File: src/sv/sws_pkg.sv
`default_nettype none

package sws_pkg;

    localparam int DEPTH  = 16;
    localparam int ADDR_W = $clog2(DEPTH);
    localparam int CNT_W  = $clog2(DEPTH + 1);
    localparam int DATA_W = 32;
    localparam int POS_W  = 5;

    typedef enum logic [1:0] {
        KIND_PUSH   = 2'd0,
        KIND_POP    = 2'd1,
        KIND_LIST   = 2'd2,
        KIND_SEARCH = 2'd3
    } kind_t;

    typedef enum logic [2:0] {
        ST_PUSHED    = 3'd0,
        ST_POPPED    = 3'd1,
        ST_UNDERFLOW = 3'd2,
        ST_OVERFLOW  = 3'd3,
        ST_LISTED    = 3'd4,
        ST_FOUND     = 3'd5,
        ST_NOTFOUND  = 3'd6,
        ST_EMPTY     = 3'd7
    } status_t;

    typedef enum logic [1:0] {
        S_IDLE,
        S_POP,
        S_WALK,
        S_FLUSH
    } state_t;

endpackage

`default_nettype wire

File: src/sv/stack_with_search_top.sv
`default_nettype none

// channel   handshake        fields
// command   start / busy     kind[1:0], value[31:0]
// result    valid (1 cycle)  status[2:0], data[31:0], position[4:0], last
//
// push: result in the cycle after start, busy stays low, next word taken at once
// pop: one stack read through the registered memory port, answered from the S_POP state
// list and search walk the stored words top to bottom, one memory read and one
// compare per cycle; a search ends in the S_FLUSH state with its final word
// reset clears the word count and the sequencer; stored words are not cleared
// the receiver cannot stall; each result word is shown for one cycle only

module stack_with_search_top (
    input  wire logic                                clk,
    input  wire logic                                rst_n,
    input  wire logic                                start,
    output logic                                     busy,
    input  wire logic [1:0]                          kind,
    input  wire logic signed [sws_pkg::DATA_W-1:0]   value,
    output logic                                     valid,
    output logic [2:0]                               status,
    output logic signed [sws_pkg::DATA_W-1:0]        data,
    output logic [sws_pkg::POS_W-1:0]                position,
    output logic                                     last
);

    logic [sws_pkg::DATA_W-1:0] mem [sws_pkg::DEPTH];

    sws_pkg::state_t             state_reg, state_next;
    logic [sws_pkg::CNT_W-1:0]   count_reg, count_next;
    logic [sws_pkg::ADDR_W-1:0]  idx_reg, idx_next;
    sws_pkg::kind_t              kind_reg, kind_next;
    logic [sws_pkg::DATA_W-1:0]  value_reg, value_next;
    logic                        pend_valid_reg, pend_valid_next;
    logic [sws_pkg::DATA_W-1:0]  pend_data_reg, pend_data_next;
    logic [sws_pkg::POS_W-1:0]   pend_pos_reg, pend_pos_next;

    logic                        valid_reg, valid_next;
    sws_pkg::status_t            status_reg, status_next;
    logic [sws_pkg::DATA_W-1:0]  data_reg, data_next;
    logic [sws_pkg::POS_W-1:0]   position_reg, position_next;
    logic                        last_reg, last_next;

    logic [sws_pkg::ADDR_W-1:0]  rd_addr;
    logic [sws_pkg::DATA_W-1:0]  rd_data_reg;
    logic                        wr_en;
    logic [sws_pkg::ADDR_W-1:0]  wr_addr;

    logic                        accept;
    logic [sws_pkg::CNT_W-1:0]   idx_ext;
    logic                        walk_end;
    logic [sws_pkg::POS_W-1:0]   walk_pos;
    logic                        match;

    assign accept   = start && !busy;
    assign busy     = (state_reg != sws_pkg::S_IDLE);
    assign idx_ext  = sws_pkg::CNT_W'(idx_reg);
    assign walk_end = ((idx_ext + 1'b1) == count_reg);
    assign walk_pos = sws_pkg::POS_W'(idx_ext + 1'b1);
    assign match    = (rd_data_reg == value_reg);

    always_ff @(posedge clk)
    begin
        if (wr_en)
        begin
            mem[wr_addr] <= value;
        end
        rd_data_reg <= mem[rd_addr];
    end

    always_comb
    begin
        state_next      = state_reg;
        count_next      = count_reg;
        idx_next        = idx_reg;
        kind_next       = kind_reg;
        value_next      = value_reg;
        pend_valid_next = pend_valid_reg;
        pend_data_next  = pend_data_reg;
        pend_pos_next   = pend_pos_reg;
        valid_next      = 1'b0;
        status_next     = status_reg;
        data_next       = '0;
        position_next   = '0;
        last_next       = 1'b0;
        wr_en           = 1'b0;
        wr_addr         = sws_pkg::ADDR_W'(count_reg);
        rd_addr         = sws_pkg::ADDR_W'(count_reg - 1'b1);

        case (state_reg)
            sws_pkg::S_IDLE:
            begin
                if (accept)
                begin
                    kind_next       = sws_pkg::kind_t'(kind);
                    value_next      = value;
                    idx_next        = '0;
                    pend_valid_next = 1'b0;
                    case (sws_pkg::kind_t'(kind))
                        sws_pkg::KIND_PUSH:
                        begin
                            valid_next = 1'b1;
                            last_next  = 1'b1;
                            if (count_reg >= sws_pkg::CNT_W'(sws_pkg::DEPTH))
                            begin
                                status_next = sws_pkg::ST_OVERFLOW;
                            end
                            else
                            begin
                                wr_en       = 1'b1;
                                count_next  = count_reg + 1'b1;
                                status_next = sws_pkg::ST_PUSHED;
                            end
                        end
                        sws_pkg::KIND_POP:
                        begin
                            if (count_reg == '0)
                            begin
                                valid_next  = 1'b1;
                                last_next   = 1'b1;
                                status_next = sws_pkg::ST_UNDERFLOW;
                            end
                            else
                            begin
                                count_next = count_reg - 1'b1;
                                state_next = sws_pkg::S_POP;
                            end
                        end
                        sws_pkg::KIND_LIST:
                        begin
                            if (count_reg == '0)
                            begin
                                valid_next  = 1'b1;
                                last_next   = 1'b1;
                                status_next = sws_pkg::ST_UNDERFLOW;
                            end
                            else
                            begin
                                state_next = sws_pkg::S_WALK;
                            end
                        end
                        default:
                        begin
                            if (count_reg == '0)
                            begin
                                valid_next  = 1'b1;
                                last_next   = 1'b1;
                                status_next = sws_pkg::ST_EMPTY;
                            end
                            else
                            begin
                                state_next = sws_pkg::S_WALK;
                            end
                        end
                    endcase
                end
            end

            sws_pkg::S_POP:
            begin
                valid_next  = 1'b1;
                last_next   = 1'b1;
                status_next = sws_pkg::ST_POPPED;
                data_next   = rd_data_reg;
                state_next  = sws_pkg::S_IDLE;
            end

            sws_pkg::S_WALK:
            begin
                // rd_data_reg holds the word at position idx+1 from the top
                rd_addr  = sws_pkg::ADDR_W'(count_reg - idx_ext - 2'd2);
                idx_next = idx_reg + 1'b1;
                if (kind_reg == sws_pkg::KIND_LIST)
                begin
                    valid_next    = 1'b1;
                    status_next   = sws_pkg::ST_LISTED;
                    data_next     = rd_data_reg;
                    position_next = walk_pos;
                    last_next     = walk_end;
                    if (walk_end)
                    begin
                        state_next = sws_pkg::S_IDLE;
                    end
                end
                else
                begin
                    // a match is held back until we know whether another follows
                    if (match)
                    begin
                        if (pend_valid_reg)
                        begin
                            valid_next    = 1'b1;
                            status_next   = sws_pkg::ST_FOUND;
                            data_next     = pend_data_reg;
                            position_next = pend_pos_reg;
                        end
                        pend_valid_next = 1'b1;
                        pend_data_next  = rd_data_reg;
                        pend_pos_next   = walk_pos;
                    end
                    if (walk_end)
                    begin
                        state_next = sws_pkg::S_FLUSH;
                    end
                end
            end

            sws_pkg::S_FLUSH:
            begin
                valid_next = 1'b1;
                last_next  = 1'b1;
                state_next = sws_pkg::S_IDLE;
                if (pend_valid_reg)
                begin
                    status_next   = sws_pkg::ST_FOUND;
                    data_next     = pend_data_reg;
                    position_next = pend_pos_reg;
                end
                else
                begin
                    status_next = sws_pkg::ST_NOTFOUND;
                end
            end

            default:
            begin
                state_next = sws_pkg::S_IDLE;
            end
        endcase
    end

    always_ff @(posedge clk or negedge rst_n)
    begin
        if (!rst_n)
        begin
            state_reg      <= sws_pkg::S_IDLE;
            count_reg      <= '0;
            valid_reg      <= 1'b0;
            pend_valid_reg <= 1'b0;
        end
        else
        begin
            state_reg      <= state_next;
            count_reg      <= count_next;
            valid_reg      <= valid_next;
            pend_valid_reg <= pend_valid_next;
        end
    end

    always_ff @(posedge clk)
    begin
        idx_reg       <= idx_next;
        kind_reg      <= kind_next;
        value_reg     <= value_next;
        pend_data_reg <= pend_data_next;
        pend_pos_reg  <= pend_pos_next;
        status_reg    <= status_next;
        data_reg      <= data_next;
        position_reg  <= position_next;
        last_reg      <= last_next;
    end

    assign valid    = valid_reg;
    assign status   = status_reg;
    assign data     = data_reg;
    assign position = position_reg;
    assign last     = last_reg;

    a_count_bound: assert property (@(posedge clk) disable iff (!rst_n)
        count_reg <= sws_pkg::CNT_W'(sws_pkg::DEPTH))
        else $error("word count beyond depth");

    a_push_one_word: assert property (@(posedge clk) disable iff (!rst_n)
        accept && kind == sws_pkg::KIND_PUSH |=> valid && last && !busy)
        else $error("push did not answer with a single final word");

    a_pop_done: assert property (@(posedge clk) disable iff (!rst_n)
        state_reg == sws_pkg::S_POP |=> valid && last
            && status_reg == sws_pkg::ST_POPPED && state_reg == sws_pkg::S_IDLE)
        else $error("pop result missing");

    a_walk_position: assert property (@(posedge clk) disable iff (!rst_n)
        valid && (status_reg == sws_pkg::ST_LISTED || status_reg == sws_pkg::ST_FOUND)
            |-> position != '0)
        else $error("listed or found word without position");

    a_flush_last: assert property (@(posedge clk) disable iff (!rst_n)
        state_reg == sws_pkg::S_FLUSH |=> valid && last)
        else $error("search ended without final word");

endmodule

`default_nettype wire
File: config.mk
export PLATFORM = sky130hd
export DESIGN_NAME = stack_with_search_top
export DESIGN_NICKNAME = d
export VERILOG_FILES = /design/src/sv/sws_pkg.sv /design/src/sv/stack_with_search_top.sv
export SDC_FILE = /design/constraint.sdc
export NUM_CORES = 1
export LEC_CHECK = 0
export ABC_AREA = 0
export ABC_CLOCK_PERIOD_IN_PS = 2900
export BUFFER_PORTS_ARGS = -buffer_cell sky130_fd_sc_hd__buf_2
export CAP_MARGIN = 20
export CORE_ASPECT_RATIO = 1.1
export CORE_UTILIZATION = 30
export DETAILED_ROUTE_END_ITERATION = 10
export GPL_TIMING_DRIVEN = 0
export PLACE_DENSITY_LB_ADDON = 0.3
export SYNTH_ARGS = -nofsm -noshare
export SYNTH_HDL_FRONTEND = slang
export SYNTH_SLANG_ARGS = --single-unit
File: constraint.sdc
create_clock -name clk -period 2.9 [get_ports clk]
set_input_delay 0.29 -clock clk [delete_from_list [all_inputs] [get_ports clk]]
set_output_delay 0.29 -clock clk [all_outputs]
set_load 0.05 [all_outputs]
==> run_results.csv, run 1 <==
group,metric,value,unit
die,die_height,306.4,µm
detailed_routing,wl_met3,3929,µm
min_path,min_from,"value[23]",
sta,worstMarginPinSlew,0.8533,ns
sta,period_needed,2.858,ns
detailed_routing,dr_wl_met2,32060,µm
min_path,min_path_type,"in -> reg",
critical_path,cp-startpoint,"idx_reg[1]$_SDFFCE_PN0P_",
yosys,synth-seq-area-share,76.53,%
detailed_routing,drtPass1Iterations,7,
yosys,syn_avg_cell_area,14.59,µm²
finish,final_cells,3076,
yosys,syn_nets,1783,
detailed_routing,drt_iter0_drc,1604,
grt,grt_pass1_wl,101500,µm
min_path,worstHoldPathCells,1,
job,cap_violations,0,
yosys,synth_warnings,0,
cts,numCtsBuffers,72,
sta,slew_viol_final,0,
sta,maxSlewHeadroom,43.11,%
critical_path,end_kind,"flip-flop",
sta,hold_violations,0,
finish,drive_gt1_share,21.07,%
grt,grt_usage,16.20,%
yosys,ys_seq_elements,669,
die,dieArea,0.08541,mm²
finish,n_fill_cell,7796,
yosys,synthArstFlopShare,1.345,%
status,status,"complete, no violations",
detailed_routing,wire_per_inst,22.56,µm
yosys,synth_area_leaders,"edfxtp_1, nand2_1, dfxtp_1",
place,place_inst,2904,
grt,grt_max_degree,31,
die,die_width,278.7,µm
sta,clock_skew,0.02824,ns
yosys,synth_commonest_cells,"edfxtp_1, nand2_1, nand3_1",
detailed_routing,ant_nets,0,
finish,largest_reg_flops,512,
critical_path,crit_family,"adder cells",
critical_path,reg2reg_setup_slack,0.04,ns
critical_path,rr_endpoint,"rd_data_reg[19]$_DFF_P_",
critical_path,cp_num_cells,12,
critical_path,cp_common_cell,"ha_4",
sta,clock.fmax,350.0,MHz
yosys,yosys.cell_types.count,47,
sta,rsz0062_at_grt,"yes",
yosys,yosysMostFrequentCell,"edfxtp_1",
cts,clk_pin_slew_worst_paths,0.06,ns
yosys,synth_area_leader_cell,"edfxtp_1",
critical_path,crit_fanout,5,
critical_path,critical_path_arrival,3.36,ns
cts,clockRootBuffer,"clkbuf_16",
critical_path,r2r-start,"idx_reg[1]$_SDFFCE_PN0P_",
sta,period_share,98.53,%
critical_path,cp_num_buf_inv,3,
detailed_routing,highest_layer,"met4",
critical_path,crit_required,3.40,ns
min_path,hold_end,"mem[6][23]$_DFFE_PP_",
place,hpwlAfterDp,45770,µm
detailed_routing,wirelength,69390,µm
grt,grt_pass1_vias,15300,
critical_path,path_class,"reg -> reg",
sta,final-setup-viol-count,0,
grt,antenna_found_initial,5,
critical_path,start_kind,"flip-flop",
finish,nNetsFinal,1995,
sta,holdWs,0.04552,ns
critical_path,reg2reg_depth,12,
critical_path,cpMaxStageDelayCell,"edfxtp_1",
yosys,syn_area,0.02527,mm²
die,initial_core_util,30.33,%
finish,num_antenna_cells,0,
cts,cts.path.max_buffers,3,
place,numPortBuffers,79,
cts,cts_tree,"built",
die,io_pins,80,
cts,clock-sinks,669,
yosys,yosysTopAreaCellShare,70.10,%
critical_path,crit_path_cell_trace,"ha_4 > inv_2 > ha_4 > fa_2 > xnor3_1 > mux2i_4 > xnor2_2 > nor2_2 > buf_6 > clkbuf_16 > a32oi_4 > o221ai_2",
detailed_routing,drcViolationCount,0,
finish,regMostFlops,"mem",
cts,insertion_delay,0.63,ns
detailed_routing,wl_met1,30930,µm
place,routabilityCongestion,0.7924,
grt,overflow,0,
detailed_routing,viasPerCell,4.981,
finish,syn_to_final_growth,23.05,%
die,core,0.08333,mm²
yosys,ys.flop_type,"edfxtp_1",
critical_path,slowest_delay,0.45,ns
yosys,synth_edf_count,590,
die,rows,111,
detailed_routing,dr_total_vias,15320,
finish,regArea,0.01935,mm²
finish,multiInputGateArea,0.006092,mm²
yosys,synthCells,1732,
cts,h-tree-depth,3,
## cell families after synthesis
kind of cell | share of synthesized area (%)
and+or+nand+nor | 12.16
DFF | 76.53
AOI/OAI and AO/OA | 4.050
buffers and inverters | 1.891
xor gates and xnor gates | 1.649
muxes | 2.990
adders and majority gates | 0.7228
## stage by stage
step | setup slack (ns) | setup TNS, ns | area, µm² | utilization, %
floorplan | -0.1179 | -54.04 | 25290 | -
global placement | -2.304 | -1106.41 | 27030 | 32.43
detailed placement | -1.026 | -67.91 | 27560 | 33.07
CTS | 0.001822 | 0 | 30720 | 36.86
global route | -0.04328 | -0.3591 | 31100 | 37.32
finish | 0.04249 | 0 | 31100 | 37.32
## cell usage in the layout (no fill, tap or decap), drive strengths merged, types with 2 or more instances in the layout
cell / n
a211oi: 4
a21oi: 5
a22o: 32
a32o: 2
a32oi: 31
and3: 3
buf: 162
bufinv: 4
clkbuf: 165
clkinv: 28
dfrtp: 9
dfxtp: 70
dlygate4sd3: 3
edfxtp: 590
ha: 13
inv: 22
mux2i: 2
mux4: 32
nand2: 470
nand2b: 4
nand3: 196
nand4: 13
nor2: 34
nor2b: 2
nor3b: 2
nor4: 2
o21ai: 9
o221ai: 31
o2bb2ai: 3
xnor2: 40
xor2: 5
## worst max path at each step
stage	to
6_report	rd_data_reg[19]$_DFF_P_
3_3_place_gp	mem[6][14]$_DFFE_PP_
3_5_place_dp	rd_data_reg[19]$_DFF_P_
2_1_floorplan	mem[14][0]$_DFFE_PP_
4_1_cts	rd_data_reg[7]$_DFF_P_
5_1_grt	rd_data_reg[9]$_DFF_P_
## layout make-up
class / instances / area share [%]
Multi-Input combinational cell: 950 / 19.59
Clock buffer: 96 / 6.381
Tap cell: 1073 / 4.317
Inverter: 17 / 0.2132
Buffer: 95 / 1.907
Timing Repair Buffer: 139 / 4.345
Clock inverter: 37 / 1.042
Sequential cell: 669 / 62.21
## metal layers
| layer | global-route usage (%) | vias up |
|---|---|---|
| li1 | - | 6858 |
| met1 | 22.24 | 7772 |
| met2 | 25.74 | 556 |
| met3 | 2.675 | 135 |
| met4 | 6.018 | 0 |
| met5 | 0 | - |
## what timing repair did
action / in CTS / in global routing
setup endpoints to repair: 239 / 205
hold buffers: 3 / 0
resized for setup: 110 / 60
gates cloned: 2 / 2
endpoints found under the hold margin: 11 / 0
pin swaps: 23 / 15
setup buffers: 22 / 11
Power of run 1 is not shown: default switching activity piles up to over one toggle a cycle in this logic, so the estimate is an artifact.
==> run 2, diff against run 1 <==
CORE_UTILIZATION = 56   (was 30)
==> run_results.csv, run 2 (synthesis gave the netlist of run 1 again) <==
group,metric,value,unit
critical_path,reg2reg_setup_slack,-0.24,ns
sta,slew_viol_final,0,
die,rows,81,
finish,regMostFlops,"mem",
finish,final_cell_mix,"edfxtp_1, nand2_1, nand3_1",
sta,rsz0062_at_grt,"yes",
grt,grt_usage,29.66,%
finish,syn_to_final_growth,20.03,%
sta,period_share,108.4,%
status,status,"finished with violations",
die,dieArea,0.04599,mm²
grt,antenna_found_initial,3,
cts,cts_tree,"built",
detailed_routing,ant_nets,0,
critical_path,cp-startpoint,"idx_reg[1]$_SDFFCE_PN0P_",
detailed_routing,dr_total_vias,16150,
min_path,min_path_type,"in -> async",
detailed_routing,wirelength,69030,µm
critical_path,crit_required,3.35,ns
critical_path,end_kind,"flip-flop",
finish,multiInputGateArea,0.006202,mm²
job,cap_violations,0,
die,die_width,204.6,µm
place,pre_cts_slack,-1.399,ns
die,io_pins,80,
critical_path,start_kind,"flip-flop",
finish,regArea,0.01935,mm²
detailed_routing,viasPerCell,6.292,
die,die_height,224.8,µm
grt,overflow,0,
sta,setup_ws,-0.2448,ns
finish,final_common_cell,"edfxtp_1",
cts,insertion_delay,0.60,ns
cts,clockRootBuffer,"clkbuf_16",
critical_path,path_class,"reg -> reg",
finish,largest_reg_flops,512,
critical_path,critical_path_arrival,3.59,ns
finish,utilization,68.19,%
finish,drive_gt1_share,20.60,%
sta,clock_skew,0.01998,ns
place,numPortBuffers,79,
cts,numCtsBuffers,66,
detailed_routing,wire_per_inst,26.89,µm
place,routabilityCongestion,0.8671,
critical_path,crit_fanout,6,
finish,final_cells,2567,
finish,nNetsFinal,1985,
detailed_routing,drcViolationCount,0,
sta,maxSlewHeadroom,44.34,%
finish,n_fill_cell,2756,
sta,period_needed,3.145,ns
sta,clock.fmax,318.0,MHz
sta,tns,-5.298,ns
sta,worstMarginPinSlew,0.8349,ns
place,place_inst,2410,
cts,cts.path.max_buffers,3,
cts,h-tree-depth,3,
detailed_routing,drt_iter0_drc,1857,
grt,grt_pass1_wl,98290,µm
detailed_routing,drtPass1Iterations,5,
grt,grt_max_degree,33,
die,initial_core_util,56.81,%
cts,clock-sinks,669,
critical_path,r2r-start,"idx_reg[1]$_SDFFCE_PN0P_",
cts,clk_pin_slew_worst_paths,0.07,ns
place,hpwlAfterDp,41350,µm
status,violations,"setup timing",
grt,grt_pass1_vias,15760,
die,core,0.04449,mm²
sta,final-setup-viol-count,36,
sta,hold_violations,0,
==> run 2: area by class of cell <==
class	instances	share of cell area (%)
Buffer	95	1.868
Antenna cell	1	0.008248
Clock inverter	13	0.3341
Sequential cell	669	63.77
Clock buffer	106	6.619
Inverter	17	0.2186
Timing Repair Buffer	135	4.343
Multi-Input combinational cell	950	20.44
Tap cell	581	2.396
==> run 2: worst max-delay path, stage by stage, from the launching register on <==
cell	delay [ns]
edfxtp_1	0.45
ha_1	0.34
inv_2	0.06
ha_4	0.16
fa_2	0.33
xnor3_1	0.22
mux2i_4	0.33
xor2_4	0.28
nor2_4	0.08
buf_12	0.19
clkbuf_16	0.17
a32oi_2	0.20
o221ai_1	0.17
==> run 2: timing repair <==
item                                    CTS  global route
gates resized for setup                 126            53
endpoints found under the setup margin  253           281
pin swaps                                17            30
hold endpoints to repair                 11             0
buffers inserted                         13            19
gates cloned                              2             1
hold buffers                              3             0
==> run 2: metal layers <==
layer,GRT usage (%),part of all wire (%),up-vias
li1,-,-,6809
met1,39.14,36,7996
met2,47.02,48,1122
met3,6.042,11,222
met4,14.83,5.2,2
met5,0,0.019,-
==> run 2: worst paths after layout <==
kind / to / cells after the start
max: rd_data_reg[1]$_DFF_P_ / 12
min: pend_valid_reg$_DFFE_PN0P_ / 2
max reg2reg: rd_data_reg[1]$_DFF_P_ / 12
min reg2reg: position[0]$_DFF_P_ / 1
max in group asynchronous: count_reg[1]$_DFFE_PN0P_ / 2
min in group clk: mem[12][20]$_DFFE_PP_ / 1
==> run 2: per-stage QoR <==
step | hold slack [ns] | cell area, µm²
after floorplan | -0.005591 | 25290
after global placement | 0.1595 | 26410
after detailed placement | 0.1559 | 26940
after CTS | 0.05397 | 29870
after global routing | 0.06944 | 30340
final | 0.07795 | 30340
Power of run 2 is left out for the same reason.
==> run 3, diff against run 2 <==
BUFFER_PORTS_ARGS = -buffer_cell sky130_fd_sc_hd__buf_4   (was -buffer_cell sky130_fd_sc_hd__buf_2)
==> run_results.csv, run 3 (synthesis gave the netlist of run 1 again) <==
group,metric,value,unit
status,status,"finished with violations",
status,violations,"setup timing",
detailed_routing,dr_total_vias,16250,
critical_path,r2r-start,"count_reg[2]$_DFFE_PN0P_",
detailed_routing,ant_nets,0,
sta,hold_violations,0,
critical_path,crit_family,"buffers and inverters",
critical_path,crit_required,3.40,ns
critical_path,cpMaxStageDelayCell,"fa_2",
sta,period_share,110.0,%
die,rows,81,
sta,final-setup-viol-count,48,
cts,clk_pin_slew_worst_paths,0.07,ns
cts,clock-sinks,669,
sta,slew_viol_final,0,
critical_path,crit_fanout,7,
critical_path,rr_endpoint,"rd_data_reg[5]$_DFF_P_",
min_path,min_from,"start",
detailed_routing,wire_per_inst,26.90,µm
sta,maxSlewHeadroom,43.16,%
finish,regMostFlops,"mem",
die,die_height,224.8,µm
place,routabilityCongestion,0.8735,
place,hpwlAfterDp,41830,µm
cts,cts.path.max_buffers,3,
place,pre_cts_slack,-1.358,ns
sta,setup_ws,-0.2901,ns
critical_path,cp-startpoint,"count_reg[2]$_DFFE_PN0P_",
finish,syn_to_final_growth,22.11,%
critical_path,path_class,"reg -> reg",
job,cap_violations,0,
finish,largest_reg_flops,512,
critical_path,reg2reg_depth,14,
detailed_routing,wirelength,70010,µm
min_path,min_path_type,"in -> reg",
finish,final_cell_mix,"edfxtp_1, nand2_1, nand3_1",
sta,clock.fmax,313.5,MHz
cts,cts_tree,"built",
detailed_routing,drtPass1Iterations,6,
place,place_inst,2410,
sta,worstMarginPinSlew,0.8527,ns
grt,grt_max_degree,33,
die,io_pins,80,
sta,period_needed,3.190,ns
detailed_routing,dr_wl_met2,32870,µm
grt,overflow,0,
detailed_routing,viasPerCell,6.243,
grt,grt_pass1_wl,102200,µm
die,dieArea,0.04599,mm²
cts,numCtsBuffers,61,
min_path,hold_end,"state_reg[1]$_DFFE_PN0P_",
critical_path,slowest_delay,0.42,ns
finish,final_cells,2603,
critical_path,end_kind,"flip-flop",
sta,clock_skew,0.02193,ns
detailed_routing,wl_met3,7722,µm
die,initial_core_util,56.81,%
detailed_routing,drcViolationCount,0,
cts,clockRootBuffer,"clkbuf_16",
sta,rsz0062_at_grt,"yes",
cts,insertion_delay,0.64,ns
finish,drive_gt1_share,20.43,%
cts,h-tree-depth,2,
detailed_routing,drt_iter0_drc,2129,
die,die_width,204.6,µm
detailed_routing,wl_met1,25340,µm
critical_path,crit_path_cell_trace,"buf_6 > inv_1 > ha_4 > inv_1 > fa_2 > xnor3_1 > mux2i_4 > buf_6 > xnor2_4 > nor2_4 > buf_12 > clkbuf_16 > a32oi_4 > o221ai_2",
detailed_routing,highest_layer,"met4",
grt,antenna_found_initial,0,
die,core,0.04449,mm²
min_path,worstHoldPathCells,3,
finish,nNetsFinal,2020,
critical_path,cp_num_buf_inv,6,
place,numPortBuffers,79,
grt,grt_pass1_vias,16310,
critical_path,start_kind,"flip-flop",
critical_path,reg2reg_setup_slack,-0.29,ns
finish,num_antenna_cells,0,
grt,grt_usage,30.86,%
sta,tns,-8.300,ns
critical_path,critical_path_arrival,3.69,ns
finish,final_common_cell,"edfxtp_1",
[run 3: cell types whose count changed in the layout (fill, tap and decap cells not counted), moves of 5 or more]
cell           before  now
buf_2              93   13
buf_4              20   99
bufinv_16           1    7
clkbuf_1           51   44
clkbuf_16          74   69
clkbuf_2           35   29
clkbuf_8           12    6
clkinv_1            5   13
clkinv_2            2   15
dlygate4sd3_1       3   37
[run 3: metal layers]
metal,track usage (%),vias up
met5,0,-
met4,15.60,0
met2,48.70,1129
met1,40.46,7990
met3,6.882,251
li1,-,6880
[run 3: layout make-up]
type / count / area [µm²]
flip-flops and latches: 669 / 19350
inverters: 17 / 66.31
plain buffers: 96 / 615.6
fillers: 2718 / 13630
clock buffers: 75 / 1599
multi-input cells: 950 / 6187
clock inverters: 41 / 395.4
repair buffers: 174 / 1927
well taps: 581 / 726.9
[run 3: worst max-delay path by stage]
stage | end | slack [ns] | cells past startpoint
final | rd_data_reg[5]$_DFF_P_ | -0.29 | 14
after global routing | rd_data_reg[12]$_DFF_P_ | -0.34 | 14
after CTS | rd_data_reg[5]$_DFF_P_ | -0.11 | 13
after detailed placement | rd_data_reg[19]$_DFF_P_ | -1.36 | 12
after global placement | mem[4][11]$_DFFE_PP_ | -2.10 | 6
after floorplan | mem[14][0]$_DFFE_PP_ | -0.12 | 6
[run 3: stage by stage]
step / hold WS [ns] / util (%) / instance area [µm²]
after CTS: 0.0002808 / 68.86 / 30640
after global routing: 0.02445 / 69.37 / 30860
after detailed placement: 0.1241 / 60.98 / 27130
after global placement: 0.1251 / 59.80 / 26610
after floorplan: -0.005591 / - / 25290
final: 0.03091 / 69.37 / 30860
[run 3: timing repair]
action | in CTS | in global routing
hold endpoints to repair | 555 | 0
gates resized for setup | 143 | 25
buffers inserted | 23 | 11
pin swaps | 50 | 10
gates cloned | 6 | 0
setup endpoints to repair | 360 | 125
hold buffers | 37 | 0
[run 3: worst register-to-register path, stage by stage, from the launching register on]
cell	delay, ns
dfrtp_1	0.40
buf_6	0.14
inv_1	0.11
ha_4	0.29
inv_1	0.06
fa_2	0.42
xnor3_1	0.30
mux2i_4	0.12
buf_6	0.17
xnor2_4	0.25
nor2_4	0.07
buf_12	0.19
clkbuf_16	0.19
a32oi_4	0.22
o221ai_2	0.14
Power of run 3 is left out for the same reason.
